--- config.mk ---
export PLATFORM = sky130hd
export DESIGN_NAME = toy_isa_execute_unit
export DESIGN_NICKNAME = d
export VERILOG_FILES = /design/src/rtl/core/txu_pkg.sv /design/src/rtl/core/txu_ram.sv /design/src/rtl/core/txu_exec.sv /design/src/rtl/core/toy_isa_execute_unit.sv
export SDC_FILE = /design/constraint.sdc
export NUM_CORES = 1
export LEC_CHECK = 0
export BUFFER_PORTS_ARGS = -buffer_cell sky130_fd_sc_hd__buf_4
export CORE_ASPECT_RATIO = 1.1
export CORE_MARGIN = 5
export CORE_UTILIZATION = 32
export CTS_BUF_LIST = sky130_fd_sc_hd__clkbuf_8
export DETAILED_ROUTE_END_ITERATION = 8
export HOLD_SLACK_MARGIN = 0.02
export PLACE_DENSITY = 0.54
export SKIP_CTS_REPAIR_TIMING = 1
export SLEW_MARGIN = 20
export SYNTH_ARGS = -nofsm -noshare
export SYNTH_HDL_FRONTEND = slang
export SYNTH_SLANG_ARGS = --single-unit
--- constraint.sdc ---
create_clock -name clock -period 14 [get_ports clock]
set_input_delay 2.8 -clock clock [delete_from_list [all_inputs] [get_ports clock]]
set_output_delay 2.8 -clock clock [all_outputs]
set_load 0.005 [all_outputs]
--- src/rtl/core/txu_pkg.sv ---
// shared types, opcodes, status codes and data store preset for the execute unit
`default_nettype none

package txu_pkg;

   localparam logic [7:0] OP_ADD   = 8'd1;
   localparam logic [7:0] OP_SUB   = 8'd3;
   localparam logic [7:0] OP_OR    = 8'd4;
   localparam logic [7:0] OP_AND   = 8'd5;
   localparam logic [7:0] OP_LOAD  = 8'd8;
   localparam logic [7:0] OP_STORE = 8'd9;

   localparam int unsigned TARGET_BITS = 16;
   localparam int unsigned VALUE_BITS  = 32;
   localparam int unsigned PRESET_BITS = 32;

   typedef enum logic [1:0] {
      ST_OK       = 2'd0,
      ST_UNKNOWN  = 2'd1,
      ST_BAD_REG  = 2'd2,
      ST_BAD_ADDR = 2'd3
   } status_type;

   typedef struct packed {
      logic                   reg_wr;
      logic                   mem_wr;
      logic [TARGET_BITS-1:0] target;
      status_type             status;
   } result_ctl_type;

   function automatic logic [PRESET_BITS-1:0] preset_word(input logic [TARGET_BITS-1:0] idx);
      logic [PRESET_BITS-1:0] word;
      word = '0;
      unique case (idx)
         16'd0:   word = 32'd1;
         16'd1:   word = 32'd2;
         16'd4:   word = 32'd3328;
         16'd5:   word = 32'd15360;
         default: word = '0;
      endcase
      return word;
   endfunction

endpackage

`default_nettype wire

--- src/rtl/core/txu_ram.sv ---
// generic single write port, single read port ram with registered read data
`default_nettype none

module txu_ram #(
   parameter int unsigned WIDTH = 32,
   parameter int unsigned DEPTH = 8
) (
   input  wire logic                                  clock,
   input  wire logic                                  wr_en,
   input  wire logic [(DEPTH > 1 ? $clog2(DEPTH) : 1)-1:0] wr_addr,
   input  wire logic [WIDTH-1:0]                      wr_data,
   input  wire logic                                  rd_en,
   input  wire logic [(DEPTH > 1 ? $clog2(DEPTH) : 1)-1:0] rd_addr,
   output logic      [WIDTH-1:0]                      rd_data
);

   logic [WIDTH-1:0] mem_ff [DEPTH];
   logic [WIDTH-1:0] rd_data_ff;

   always_ff @(posedge clock) begin
      if (wr_en) begin
         mem_ff[wr_addr] <= wr_data;
      end
      if (rd_en) begin
         rd_data_ff <= mem_ff[rd_addr];
      end
   end

   assign rd_data = rd_data_ff;

endmodule

`default_nettype wire

--- src/rtl/core/txu_exec.sv ---
// instruction decode, range checks and alu for one instruction
`default_nettype none

module txu_exec
   import txu_pkg::*;
#(
   parameter int unsigned REG_COUNT  = 10,
   parameter int unsigned DATA_WORDS = 8,
   parameter int unsigned WORD_BITS  = 32
) (
   input  wire logic [31:0]          instr,
   input  wire logic [WORD_BITS-1:0] src_a,
   input  wire logic [WORD_BITS-1:0] src_b,
   input  wire logic [WORD_BITS-1:0] load_data,
   output result_ctl_type            ctl,
   output logic      [WORD_BITS-1:0] value
);

   logic [7:0]             op;
   logic [7:0]             r1;
   logic [7:0]             r2;
   logic [7:0]             r3;
   logic [TARGET_BITS-1:0] addr;
   logic                   r1_ok;
   logic                   r2_ok;
   logic                   r3_ok;
   logic                   addr_ok;
   logic [WORD_BITS-1:0]   alu_res;

   assign op   = instr[7:0];
   assign r1   = instr[15:8];
   assign r2   = instr[23:16];
   assign r3   = instr[31:24];
   assign addr = instr[31:16];

   assign r1_ok   = {1'b0, r1} < 9'(REG_COUNT);
   assign r2_ok   = {1'b0, r2} < 9'(REG_COUNT);
   assign r3_ok   = {1'b0, r3} < 9'(REG_COUNT);
   assign addr_ok = {1'b0, addr} < 17'(DATA_WORDS);

   always_comb begin
      unique case (op)
         OP_ADD:  alu_res = src_a + src_b;
         OP_SUB:  alu_res = src_a - src_b;
         OP_OR:   alu_res = src_a | src_b;
         default: alu_res = src_a & src_b;
      endcase
   end

   always_comb begin
      ctl.reg_wr = 1'b0;
      ctl.mem_wr = 1'b0;
      ctl.target = '0;
      ctl.status = ST_UNKNOWN;
      value      = '0;
      unique case (op)
         OP_ADD, OP_SUB, OP_OR, OP_AND: begin
            if (r1_ok && r2_ok && r3_ok) begin
               ctl.status = ST_OK;
               ctl.reg_wr = 1'b1;
               ctl.target = TARGET_BITS'(r3);
               value      = alu_res;
            end else begin
               ctl.status = ST_BAD_REG;
            end
         end
         OP_LOAD, OP_STORE: begin
            // bad register index takes precedence over bad address
            if (!r1_ok) begin
               ctl.status = ST_BAD_REG;
            end else if (!addr_ok) begin
               ctl.status = ST_BAD_ADDR;
            end else if (op == OP_LOAD) begin
               ctl.status = ST_OK;
               ctl.reg_wr = 1'b1;
               ctl.target = TARGET_BITS'(r1);
               value      = load_data;
            end else begin
               ctl.status = ST_OK;
               ctl.mem_wr = 1'b1;
               ctl.target = addr;
               value      = src_b;
            end
         end
         default: begin
         end
      endcase
   end

endmodule

`default_nettype wire

--- src/rtl/core/toy_isa_execute_unit.sv ---
// execute unit: register file read at accept, execute stage, registered result beat
// an instruction is registered into the execute stage, then into the result register;
// one instruction per cycle unless rsp_tready or the preset stalls; operands come from
// ram reads launched at accept, bypassing the write that retires on the same clock edge
// reset: after reset the data store preset fills all DATA_WORDS words with req_tready low;
// the register file reads as zero until each entry is first written
`default_nettype none

module toy_isa_execute_unit
   import txu_pkg::*;
#(
   parameter int unsigned REG_COUNT  = 10,
   parameter int unsigned DATA_WORDS = 8,
   parameter int unsigned WORD_BITS  = 32
) (
   input  wire logic        clock,
   input  wire logic        reset,
   input  wire logic        req_tvalid,
   output logic             req_tready,
   input  wire logic [31:0] req_tdata,   // instr_word
   output logic             rsp_tvalid,
   input  wire logic        rsp_tready,
   output logic      [47:0] rsp_tdata,   // target_index, write_value
   output logic      [3:0]  rsp_tuser    // reg_written, mem_written, status
);

   localparam int unsigned RIW = $clog2(REG_COUNT);
   localparam int unsigned DAW = DATA_WORDS > 1 ? $clog2(DATA_WORDS) : 1;

   // data store preset pass
   logic           init_busy_ff, init_busy_in;
   logic [DAW-1:0] init_cnt_ff, init_cnt_in;
   logic [WORD_BITS+PRESET_BITS-1:0] preset_ext;

   // execute stage
   logic                 x_valid_ff, x_valid_in;
   logic [31:0]          x_instr_ff;
   logic                 a_vld_ff;
   logic                 b_vld_ff;
   logic                 byp_rf_ff;
   logic [RIW-1:0]       byp_rf_addr_ff;
   logic [WORD_BITS-1:0] byp_rf_data_ff;
   logic                 byp_dm_ff;
   logic [DAW-1:0]       byp_dm_addr_ff;
   logic [WORD_BITS-1:0] byp_dm_data_ff;

   // result stage
   logic                  r_valid_ff, r_valid_in;
   result_ctl_type        r_ctl_ff;
   logic [VALUE_BITS-1:0] r_value_ff;
   logic [WORD_BITS+VALUE_BITS-1:0] value_ext;

   logic                 accept;
   logic                 r_ready;
   logic                 x_advance;
   logic [RIW-1:0]       rd_addr_a;
   logic [RIW-1:0]       rd_addr_b;
   logic [DAW-1:0]       rd_addr_d;
   logic [WORD_BITS-1:0] ram_a;
   logic [WORD_BITS-1:0] ram_b;
   logic [WORD_BITS-1:0] ram_d;
   logic [WORD_BITS-1:0] src_a;
   logic [WORD_BITS-1:0] src_b;
   logic [WORD_BITS-1:0] load_data;
   result_ctl_type       x_ctl;
   logic [WORD_BITS-1:0] x_value;
   logic                 rf_we;
   logic [RIW-1:0]       rf_wr_addr;
   logic                 dm_exec_we;
   logic                 dm_we;
   logic [DAW-1:0]       dm_wr_addr;
   logic [WORD_BITS-1:0] dm_wr_data;
   logic [REG_COUNT-1:0] rf_valid_ff, rf_valid_in;

   assign r_ready    = !r_valid_ff || rsp_tready;
   assign x_advance  = x_valid_ff && r_ready;
   assign req_tready = !init_busy_ff && (!x_valid_ff || r_ready);
   assign accept     = req_tvalid && req_tready;

   assign rd_addr_a = req_tdata[16 +: RIW];
   assign rd_addr_b = req_tdata[8 +: RIW];
   assign rd_addr_d = req_tdata[16 +: DAW];

   // write ports, both retire when the execute stage moves on
   assign rf_we      = x_advance && x_ctl.reg_wr;
   assign rf_wr_addr = x_ctl.target[RIW-1:0];
   assign dm_exec_we = x_advance && x_ctl.mem_wr;
   assign preset_ext = {{WORD_BITS{1'b0}}, preset_word(TARGET_BITS'(init_cnt_ff))};
   assign dm_we      = init_busy_ff || dm_exec_we;
   assign dm_wr_addr = init_busy_ff ? init_cnt_ff : x_ctl.target[DAW-1:0];
   assign dm_wr_data = init_busy_ff ? preset_ext[WORD_BITS-1:0] : x_value;

   txu_ram #(.WIDTH(WORD_BITS), .DEPTH(REG_COUNT)) u_rf_a (
      .clock   (clock),
      .wr_en   (rf_we),
      .wr_addr (rf_wr_addr),
      .wr_data (x_value),
      .rd_en   (accept),
      .rd_addr (rd_addr_a),
      .rd_data (ram_a)
   );

   txu_ram #(.WIDTH(WORD_BITS), .DEPTH(REG_COUNT)) u_rf_b (
      .clock   (clock),
      .wr_en   (rf_we),
      .wr_addr (rf_wr_addr),
      .wr_data (x_value),
      .rd_en   (accept),
      .rd_addr (rd_addr_b),
      .rd_data (ram_b)
   );

   txu_ram #(.WIDTH(WORD_BITS), .DEPTH(DATA_WORDS)) u_dm (
      .clock   (clock),
      .wr_en   (dm_we),
      .wr_addr (dm_wr_addr),
      .wr_data (dm_wr_data),
      .rd_en   (accept),
      .rd_addr (rd_addr_d),
      .rd_data (ram_d)
   );

   // forward the write that retired on the accepting edge; unwritten registers read zero
   always_comb begin
      if (byp_rf_ff && byp_rf_addr_ff == x_instr_ff[16 +: RIW]) begin
         src_a = byp_rf_data_ff;
      end else begin
         src_a = a_vld_ff ? ram_a : '0;
      end
      if (byp_rf_ff && byp_rf_addr_ff == x_instr_ff[8 +: RIW]) begin
         src_b = byp_rf_data_ff;
      end else begin
         src_b = b_vld_ff ? ram_b : '0;
      end
      if (byp_dm_ff && byp_dm_addr_ff == x_instr_ff[16 +: DAW]) begin
         load_data = byp_dm_data_ff;
      end else begin
         load_data = ram_d;
      end
   end

   txu_exec #(
      .REG_COUNT  (REG_COUNT),
      .DATA_WORDS (DATA_WORDS),
      .WORD_BITS  (WORD_BITS)
   ) u_exec (
      .instr     (x_instr_ff),
      .src_a     (src_a),
      .src_b     (src_b),
      .load_data (load_data),
      .ctl       (x_ctl),
      .value     (x_value)
   );

   assign value_ext = {{VALUE_BITS{1'b0}}, x_value};

   always_comb begin
      init_busy_in = init_busy_ff;
      init_cnt_in  = init_cnt_ff;
      if (init_busy_ff) begin
         if (init_cnt_ff == DAW'(DATA_WORDS - 1)) begin
            init_busy_in = 1'b0;
         end else begin
            init_cnt_in = init_cnt_ff + 1'b1;
         end
      end

      x_valid_in = accept || (x_valid_ff && !r_ready);
      r_valid_in = x_advance || (r_valid_ff && !rsp_tready);

      rf_valid_in = rf_valid_ff;
      if (rf_we) begin
         rf_valid_in[rf_wr_addr] = 1'b1;
      end
   end

   always_ff @(posedge clock) begin
      if (reset) begin
         init_busy_ff <= 1'b1;
         init_cnt_ff  <= '0;
         x_valid_ff   <= 1'b0;
         r_valid_ff   <= 1'b0;
         rf_valid_ff  <= '0;
      end else begin
         init_busy_ff <= init_busy_in;
         init_cnt_ff  <= init_cnt_in;
         x_valid_ff   <= x_valid_in;
         r_valid_ff   <= r_valid_in;
         rf_valid_ff  <= rf_valid_in;
      end
   end

   always_ff @(posedge clock) begin
      if (accept) begin
         x_instr_ff     <= req_tdata;
         a_vld_ff       <= rf_valid_ff[rd_addr_a];
         b_vld_ff       <= rf_valid_ff[rd_addr_b];
         byp_rf_ff      <= rf_we;
         byp_rf_addr_ff <= rf_wr_addr;
         byp_rf_data_ff <= x_value;
         byp_dm_ff      <= dm_exec_we;
         byp_dm_addr_ff <= x_ctl.target[DAW-1:0];
         byp_dm_data_ff <= x_value;
      end
      if (x_advance) begin
         r_ctl_ff   <= x_ctl;
         r_value_ff <= value_ext[VALUE_BITS-1:0];
      end
   end

   assign rsp_tvalid = r_valid_ff;
   assign rsp_tdata  = {r_value_ff, r_ctl_ff.target};
   assign rsp_tuser  = {r_ctl_ff.status, r_ctl_ff.mem_wr, r_ctl_ff.reg_wr};

`ifndef ASSERT_OFF
   // no instruction may enter while the data store preset is still running
   a_no_accept_in_init: assert property (@(posedge clock) disable iff (reset)
      init_busy_ff |-> !accept)
      else $error("instruction accepted during data store preset");

   // an instruction writes at most one of the two stores
   a_single_store_write: assert property (@(posedge clock) disable iff (reset)
      !(rf_we && dm_exec_we))
      else $error("register file and data store written by one instruction");

   // a flagged instruction never commits a write
   a_no_write_on_error: assert property (@(posedge clock) disable iff (reset)
      (x_advance && x_ctl.status != ST_OK) |-> (!rf_we && !dm_exec_we))
      else $error("write committed by a flagged instruction");

   // the execute stage only moves on into a free or draining result register
   a_result_not_lost: assert property (@(posedge clock) disable iff (reset)
      (r_valid_ff && !rsp_tready) |=> (r_valid_ff && $stable(r_ctl_ff)))
      else $error("pending result beat overwritten");
`endif

endmodule

`default_nettype wire
==> flow_summary.json, run 1 <==
{
  "outcome": "finished, final reports clean",
  "via_per_inst": 5.39,
  "track_usage": 0.184,
  "criticalPathCategory": "flip-flop to flip-flop",
  "cts_tree": "done",
  "fp.dieW_um": 336,
  "intPower_uw": 3810,
  "antenna_found_initial": 4,
  "cap_viol_max_count": 0,
  "peakVddDrop_mv": 0.0675,
  "setup-violations-final": 0,
  "clock.fmax_mhz": 142,
  "routed.top_layer": "met4",
  "cts_max_level": 4,
  "instances_no_fill": 4249,
  "rr_startpoint": "byp_rf_addr_ff[2]$_DFFE_PP_",
  "skew_ns": 0.0497,
  "rsz0062_at_grt": "false",
  "drc": 0,
  "reg2reg_depth": 21,
  "syn_area_per_cell_um2": 15.3,
  "gr-total-overflow": 0,
  "gp_congestion": 0.938,
  "cts_made_buffers": 139,
  "grt_pass1_vias": 24286,
  "post-route-period-util": 0.503,
  "initial_core_util": 0.323,
  "crit_required_ns": 14.64,
  "cts_sinks": 812,
  "path_clk_slew_ns": 0.07,
  "wl_met1_mm": 47.6,
  "synth_seq_cells": 812,
  "ys.flop_type": "edfxtp_1",
  "boundaryPins": 90,
  "layout.nets": 2678,
  "row_count": 131,
  "core_mm2": 0.116,
  "syn-cell-area_mm2": 0.0375,
  "post-route-cell-area_mm2": 0.0428,
  "placed_cells": 3995,
  "drive_above_1_share": 0.230,
  "grt_first_pass_wirelength_mm": 167,
  "hold_path_depth": 2,
  "ff_latch_area_mm2": 0.0242,
  "pwr-share-clk": 0.409,
  "crit_arrival_ns": 7.68,
  "worst_slew_pin_slew_ns": 1.14,
  "worst_r2r_endpoint": "u_dm.mem_ff[6][31]$_DFFE_PP_",
  "hpwl_mm": 71.6,
  "synth_edf_count": 796,
  "cts-root-buf": "clkbuf_8",
  "combPwrFrac": 0.044,
  "synthCells": 2448,
  "die-height_um": 369,
  "drtIter0Drc": 1705,
  "hold_violations": 0,
  "ys_seq_area_frac": 0.646,
  "min_from": "rf_valid_ff[4]$_SDFFE_PP0P_",
  "multi_input_area_mm2": 0.0128,
  "wl_per_cell_um": 27.1,
  "min_period_ns": 7.04,
  "slew_headroom": 0.241,
  "dieArea_mm2": 0.124,
  "power_density_mw_per_mm2": 116,
  "startpoint": "byp_rf_addr_ff[2]$_DFFE_PP_",
  "cp_max_fo": 47,
  "r2r_setup_slack_ns": 6.96,
  "switching_share": 0.231,
  "antenna_left": 0,
  "switchingPower_uw": 1150,
  "placed_area_mm2": 0.0402,
  "leakagePower_uw": 0.0154,
  "hold_path.class": "flip-flop to flip-flop",
  "end_kind": "flip-flop",
  "post-route-util": 0.369,
  "dr_wl_met3_mm": 5.77,
  "maxSlewViolCount": 0,
  "fillers": 10906,
  "wirelength_mm": 115,
  "synth_cell_type_count": 72,
  "io_buffers": 89,
  "hold_end": "rf_valid_ff[4]$_SDFFE_PP0P_",
  "synth.area.top_cells": "edfxtp_1 64%, mux4_2 12%, mux2i_1 2.6%",
  "start_kind": "flip-flop",
  "cts_buffer_depth": 3,
  "area_growth_syn_to_layout_pct": 14.2,
  "synth_top_area_frac": 0.637,
  "clock_latency_ns": 0.84,
  "yosysMostFrequentCell": "edfxtp_1",
  "dr.pass1.iters": 5,
  "tns_ns": 0,
  "yosysTopAreaCell": "edfxtp_1",
  "ys_top_cells_by_count": "796 x edfxtp_1, 196 x mux4_2, 187 x a21oi_1, 146 x nand2_1, 122 x nor2_1",
  "grt_max_degree": 71,
  "wl_met2_mm": 57.8,
  "vias": 22887,
  "synth-async-reset-ratio": 0,
  "synth_warnings": 0,
  "seqPwrFrac": 0.546
}
==> placed cells by master (no fill, tap or decap), types with 43 or more instances in the layout <==
cell type	netlist	routed
buf_4	0	150
o21ai_0	80	67
mux4_2	196	196
inv_1	31	74
and3_1	43	43
a211oi_1	73	73
nand2_1	146	146
mux2i_1	96	96
nand3_1	48	48
clkbuf_8	0	142
a21oi_1	187	187
edfxtp_1	796	796
nor2b_1	73	73
nor2_1	122	107
mux2_2	51	51
==> power by group through the flow <==
stage	Combinational, µW	Clock, µW	Sequential [µW]
global placement	223	0	2750
finish	220	2030	2710
CTS	226	2100	2710
floorplan	145	0	2750
detailed placement	225	0	2760
global route	237	2210	2710
==> state kept, by name (all words and copies together) (netlist names), 3 cells and up <==
| signal | cells |
|---|---|
| u_rf_a.rd_data | 32 |
| r_value_ff | 32 |
| byp_rf_addr_ff | 4 |
| rsp_tuser | 4 |
| x_instr_ff | 32 |
| rsp_tdata | 16 |
| u_rf_b.rd_data | 32 |
| byp_dm_data_ff | 32 |
| rf_valid_ff | 10 |
| init_cnt_ff | 3 |
| u_rf_a.mem_ff | 128 |
| u_rf_b.mem_ff | 192 |
| u_dm.mem_ff | 256 |
| u_dm.rd_data | 32 |
==> how the worst max path moves through the flow <==
stage	endpoint	slack, ns
after detailed placement	u_dm.mem_ff[5][23]$_DFFE_PP_	6.95
after CTS	u_dm.mem_ff[5][23]$_DFFE_PP_	6.89
final	u_dm.mem_ff[6][31]$_DFFE_PP_	6.96
after floorplan	a_vld_ff$_DFFE_PP_	6.49
after global routing	u_dm.mem_ff[5][23]$_DFFE_PP_	6.37
after global placement	u_dm.mem_ff[0][31]$_DFFE_PP_	7.21
==> per-layer routing <==
metal	vias to the layer above	track usage
li1	10066	-
met1	11919	0.234
met2	709	0.317
met3	193	0.0306
met4	0	0.0708
met5	-	0
==> final cells by class <==
| cell class | instances | area share |
|---|---|---|
| repair buffers | 153 | 0.0272 |
| multi-input cells | 1470 | 0.299 |
| diodes | 4 | 0.000234 |
| inverters | 31 | 0.00275 |
| flip-flops and latches | 812 | 0.566 |
| clock buffers | 142 | 0.0456 |
| clock inverters | 108 | 0.0150 |
| well taps | 1529 | 0.0447 |
==> kinds of logic (layout without fill, tap and decap cells) <==
kind of cell / Yosys count / in the layout / synth area share
XOR/XNOR: 60 / 60 / 0.0140
adder cells (fa/ha/maj): 40 / 40 / 0.0132
other: 1 / 16 / 0.000100
AND/OR/NAND/NOR: 544 / 544 / 0.0721
AO/OA/AOI/OAI: 471 / 471 / 0.0781
multiplexers: 343 / 343 / 0.159
buffers and inverters: 177 / 434 / 0.0179
flip-flops: 812 / 812 / 0.646
==> stage by stage <==
step | setup WS, ns | hold slack (ns) | total power, µW
global route | 6.37 | 0.513 | 5160
finish | 6.96 | 0.492 | 4960
CTS | 6.89 | 0.491 | 5040
global placement | 7.21 | 0.463 | 2980
floorplan | 6.49 | 0.452 | 2900
detailed placement | 6.95 | 0.478 | 2980
==> worst max-delay path, stage by stage, from the launching register on <==
cell,delay (ns)
edfxtp_1,0.42
xnor2_1,0.24
nand4_1,0.27
nor2_4,0.15
buf_4,0.50
mux2_2,0.32
nand3_1,0.27
nor3_1,0.46
o211ai_1,0.24
nor2_1,0.22
a21oi_1,0.10
xor2_1,0.16
ha_1,0.41
nand4_1,0.22
nor2_1,0.14
or4b_2,0.65
o22ai_1,0.28
nor4_1,0.16
o41ai_1,0.60
xnor2_1,0.18
o221ai_2,0.52
and2_1,0.33
Note: power is estimated with default switching activity, not from simulation.
==> inputs of run 2 (changes only) <==
- ABC_AREA: not set -> 1
- clock period: 14 -> 7.1 ns (I/O delays scaled with it)
==> flow_summary.json, run 2 <==
{
  "synth_seq_cells": 812,
  "wl_per_cell_um": 22.4,
  "boundaryPins": 90,
  "dr.pass1.iters": 8,
  "crit_arrival_ns": 6.22,
  "hold_path.class": "flip-flop to flip-flop",
  "cpMaxStageDelayCell": "o21ai_1",
  "ys_seq_area_frac": 0.631,
  "fp.dieW_um": 340,
  "synth_cell_type_count": 50,
  "synth-async-reset-ratio": 0,
  "reg_top3": "u_dm.mem_ff x256, u_rf_b.mem_ff x192, u_rf_a.mem_ff x128",
  "synth.area.top_cells": "edfxtp_1 62%, o21ai_0 9.8%, nor2_1 5.7%",
  "seqPwrFrac": 0.540,
  "slew_headroom": 0.259,
  "end_kind": "flip-flop",
  "hold_path_depth": 1,
  "setup_ws_ns": 1.41,
  "criticalPathCategory": "flip-flop to flip-flop",
  "pre_cts_ws_ns": 1.48,
  "synthCells": 3787,
  "drc": 0,
  "maxSlewViolCount": 0,
  "cts_buffer_depth": 3,
  "placed_cells": 5270,
  "setup-violations-final": 0,
  "core_mm2": 0.119,
  "skew_ns": 0.0556,
  "cts_tree": "done",
  "fillers": 11838,
  "cap_viol_max_count": 0,
  "syn_area_per_cell_um2": 10.1,
  "start_kind": "flip-flop",
  "ys_top_cells_by_count": "796 x edfxtp_1, 748 x o21ai_0, 587 x nor2_1, 379 x nand2_1, 272 x inv_1",
  "antenna_left": 0,
  "grt_pass1_vias": 28747,
  "crit_required_ns": 7.62,
  "leakagePower_uw": 0.0150,
  "instances_no_fill": 5528,
  "cp_max_fo": 28,
  "grt_first_pass_wirelength_mm": 184,
  "switching_share": 0.243,
  "gp_congestion": 0.945,
  "dieArea_mm2": 0.127,
  "yosysTopAreaCell": "edfxtp_1",
  "track_usage": 0.189,
  "cp_num_cells": 27,
  "clock_latency_ns": 0.84,
  "layout.nets": 3934,
  "io_buffers": 89,
  "regMostFlops": "u_dm.mem_ff",
  "worst_slew_pin_slew_ns": 1.10,
  "intPower_uw": 7500,
  "grt_max_degree": 176,
  "largest_reg_flops": 256,
  "hold_violations": 0,
  "die-height_um": 373,
  "rr_startpoint": "x_instr_ff[9]$_DFFE_PP_",
  "cts_max_level": 4,
  "cts_made_buffers": 143,
  "min_from": "rf_valid_ff[0]$_SDFFE_PP0P_",
  "vias": 29763,
  "synth_edf_count": 796,
  "tns_ns": 0,
  "r2r_setup_slack_ns": 1.41,
  "min_period_ns": 5.69,
  "peakVddDrop_mv": 0.134,
  "path_clk_slew_ns": 0.06,
  "layout_commonest_cell": "edfxtp_1",
  "yosysMostFrequentCell": "edfxtp_1",
  "gr-total-overflow": 0,
  "via_per_inst": 5.38,
  "hold_end": "rf_valid_ff[0]$_SDFFE_PP0P_",
  "crit_top_cell": "nand2_1",
  "synth_top_area_frac": 0.623,
  "row_count": 133,
  "antenna_found_initial": 4,
  "synth_warnings": 0,
  "rsz0062_at_grt": "false",
  "placed_area_mm2": 0.0409,
  "worst_r2r_endpoint": "u_dm.mem_ff[6][30]$_DFFE_PP_",
  "switchingPower_uw": 2410,
  "slowest_delay_ns": 0.50,
  "area_growth_syn_to_layout_pct": 13.3,
  "cp_top_family": "simple AND/OR/NAND/NOR gates",
  "post-route-period-util": 0.802,
  "drive_above_1_share": 0.0989,
  "combPwrFrac": 0.055,
  "wirelength_mm": 124,
  "cts-root-buf": "clkbuf_8",
  "worst-path-buf-inv": 3,
  "initial_core_util": 0.322,
  "power_density_mw_per_mm2": 228,
  "outcome": "finished, final reports clean",
  "reg2reg_depth": 27,
  "drtIter0Drc": 3015,
  "ys.flop_type": "edfxtp_1",
  "syn-cell-area_mm2": 0.0384,
  "hpwl_mm": 75.9,
  "clock.fmax_mhz": 176,
  "pwr-share-clk": 0.405,
  "final_cell_mix": "796 x edfxtp_1, 748 x o21ai_0, 567 x nor2_1",
  "post-route-cell-area_mm2": 0.0435,
  "cts_sinks": 812,
  "hold_ws_ns": 0.464
}
-- run 2: cell types whose count changed in the layout (fill, tap and decap cells not counted), moves of 96 or more --
cell | previous run | this run
o21ai_0 | 67 | 748
nor2_1 | 107 | 567
inv_1 | 74 | 317
nand2_1 | 146 | 379
mux4_2 | 196 | 0
mux2i_1 | 96 | 0
-- run 2: kinds of logic (layout without fill, tap and decap cells) --
group,Yosys count,in the layout,share of synthesized area
AO/OA/AOI/OAI,1226,1226,0.173
flip-flops,812,812,0.631
XOR/XNOR,32,32,0.00730
other,1,14,0.0000977
adder cells (fa/ha/maj),35,35,0.0116
AND/OR/NAND/NOR,1168,1168,0.126
buffers and inverters,513,689,0.0512
-- run 2: final cells by class --
cell class	instances	area, µm²	share of cell area
clock buffer	144	1980	0.0455
tap	1552	1940	0.0446
timing repair buffer	152	1240	0.0286
antenna	2	5.00	0.000115
inverter	281	1060	0.0244
sequential	812	24200	0.557
multi-input combinational	2473	12400	0.285
clock inverter	112	649	0.0149
-- run 2: metal layers --
metal	part of all wire	vias to the layer above	GRT usage
li1	-	13694	-
met1	0.42	14626	0.249
met2	0.48	1187	0.312
met3	0.068	256	0.0327
met4	0.034	0	0.0708
met5	0	-	0
-- run 2: worst register-to-register path: stages (launching register included) --
cell      delay (ns)
edfxtp_1        0.45
nand2_1         0.10
nand2_1         0.08
nor2_4          0.08
buf_4           0.31
nand3_4         0.38
o21ai_1         0.51
nand3_2         0.18
nor2_4          0.20
nand2_4         0.11
nor2_8          0.14
nand4_4         0.11
nor2_4          0.13
nand3_1         0.08
nand2_1         0.08
xor2_1          0.15
inv_1           0.06
ha_1            0.39
nand2_1         0.09
nor2_1          0.10
inv_1           0.08
nor4_1          0.42
nand4_1         0.29
nand3_1         0.13
nand2_1         0.06
o22ai_1         0.15
nand2_1         0.12
a21oi_1         0.44
-- run 2: power groups by stage --
stage          sequential (µW)  clock [µW]  combinational, µW
4_1_cts                   5350        4120                546
5_1_grt                   5350        4360                599
6_report                  5350        4010                545
2_1_floorplan             5450           0                332
3_5_place_dp              5450           0                546
3_3_place_gp              5450           0                541
-- run 2: through the flow --
stage	util	total power, µW
floorplan	-	5780
global placement	0.343	5990
detailed placement	0.343	5990
CTS	0.365	10000
global route	0.365	10300
finish	0.365	9910
-- run 2: worst max path at each step --
stage | startpoint | end | slack, ns
after floorplan | rsp_tready | a_vld_ff$_DFFE_PP_ | 0.58
after global placement | x_instr_ff[9]$_DFFE_PP_ | u_dm.mem_ff[6][30]$_DFFE_PP_ | 1.44
after detailed placement | x_instr_ff[9]$_DFFE_PP_ | u_dm.mem_ff[6][30]$_DFFE_PP_ | 1.48
after CTS | x_instr_ff[9]$_DFFE_PP_ | u_dm.mem_ff[6][30]$_DFFE_PP_ | 1.45
after global routing | x_instr_ff[9]$_DFFE_PP_ | u_dm.mem_ff[6][30]$_DFFE_PP_ | 0.80
final | x_instr_ff[9]$_DFFE_PP_ | u_dm.mem_ff[6][30]$_DFFE_PP_ | 1.41
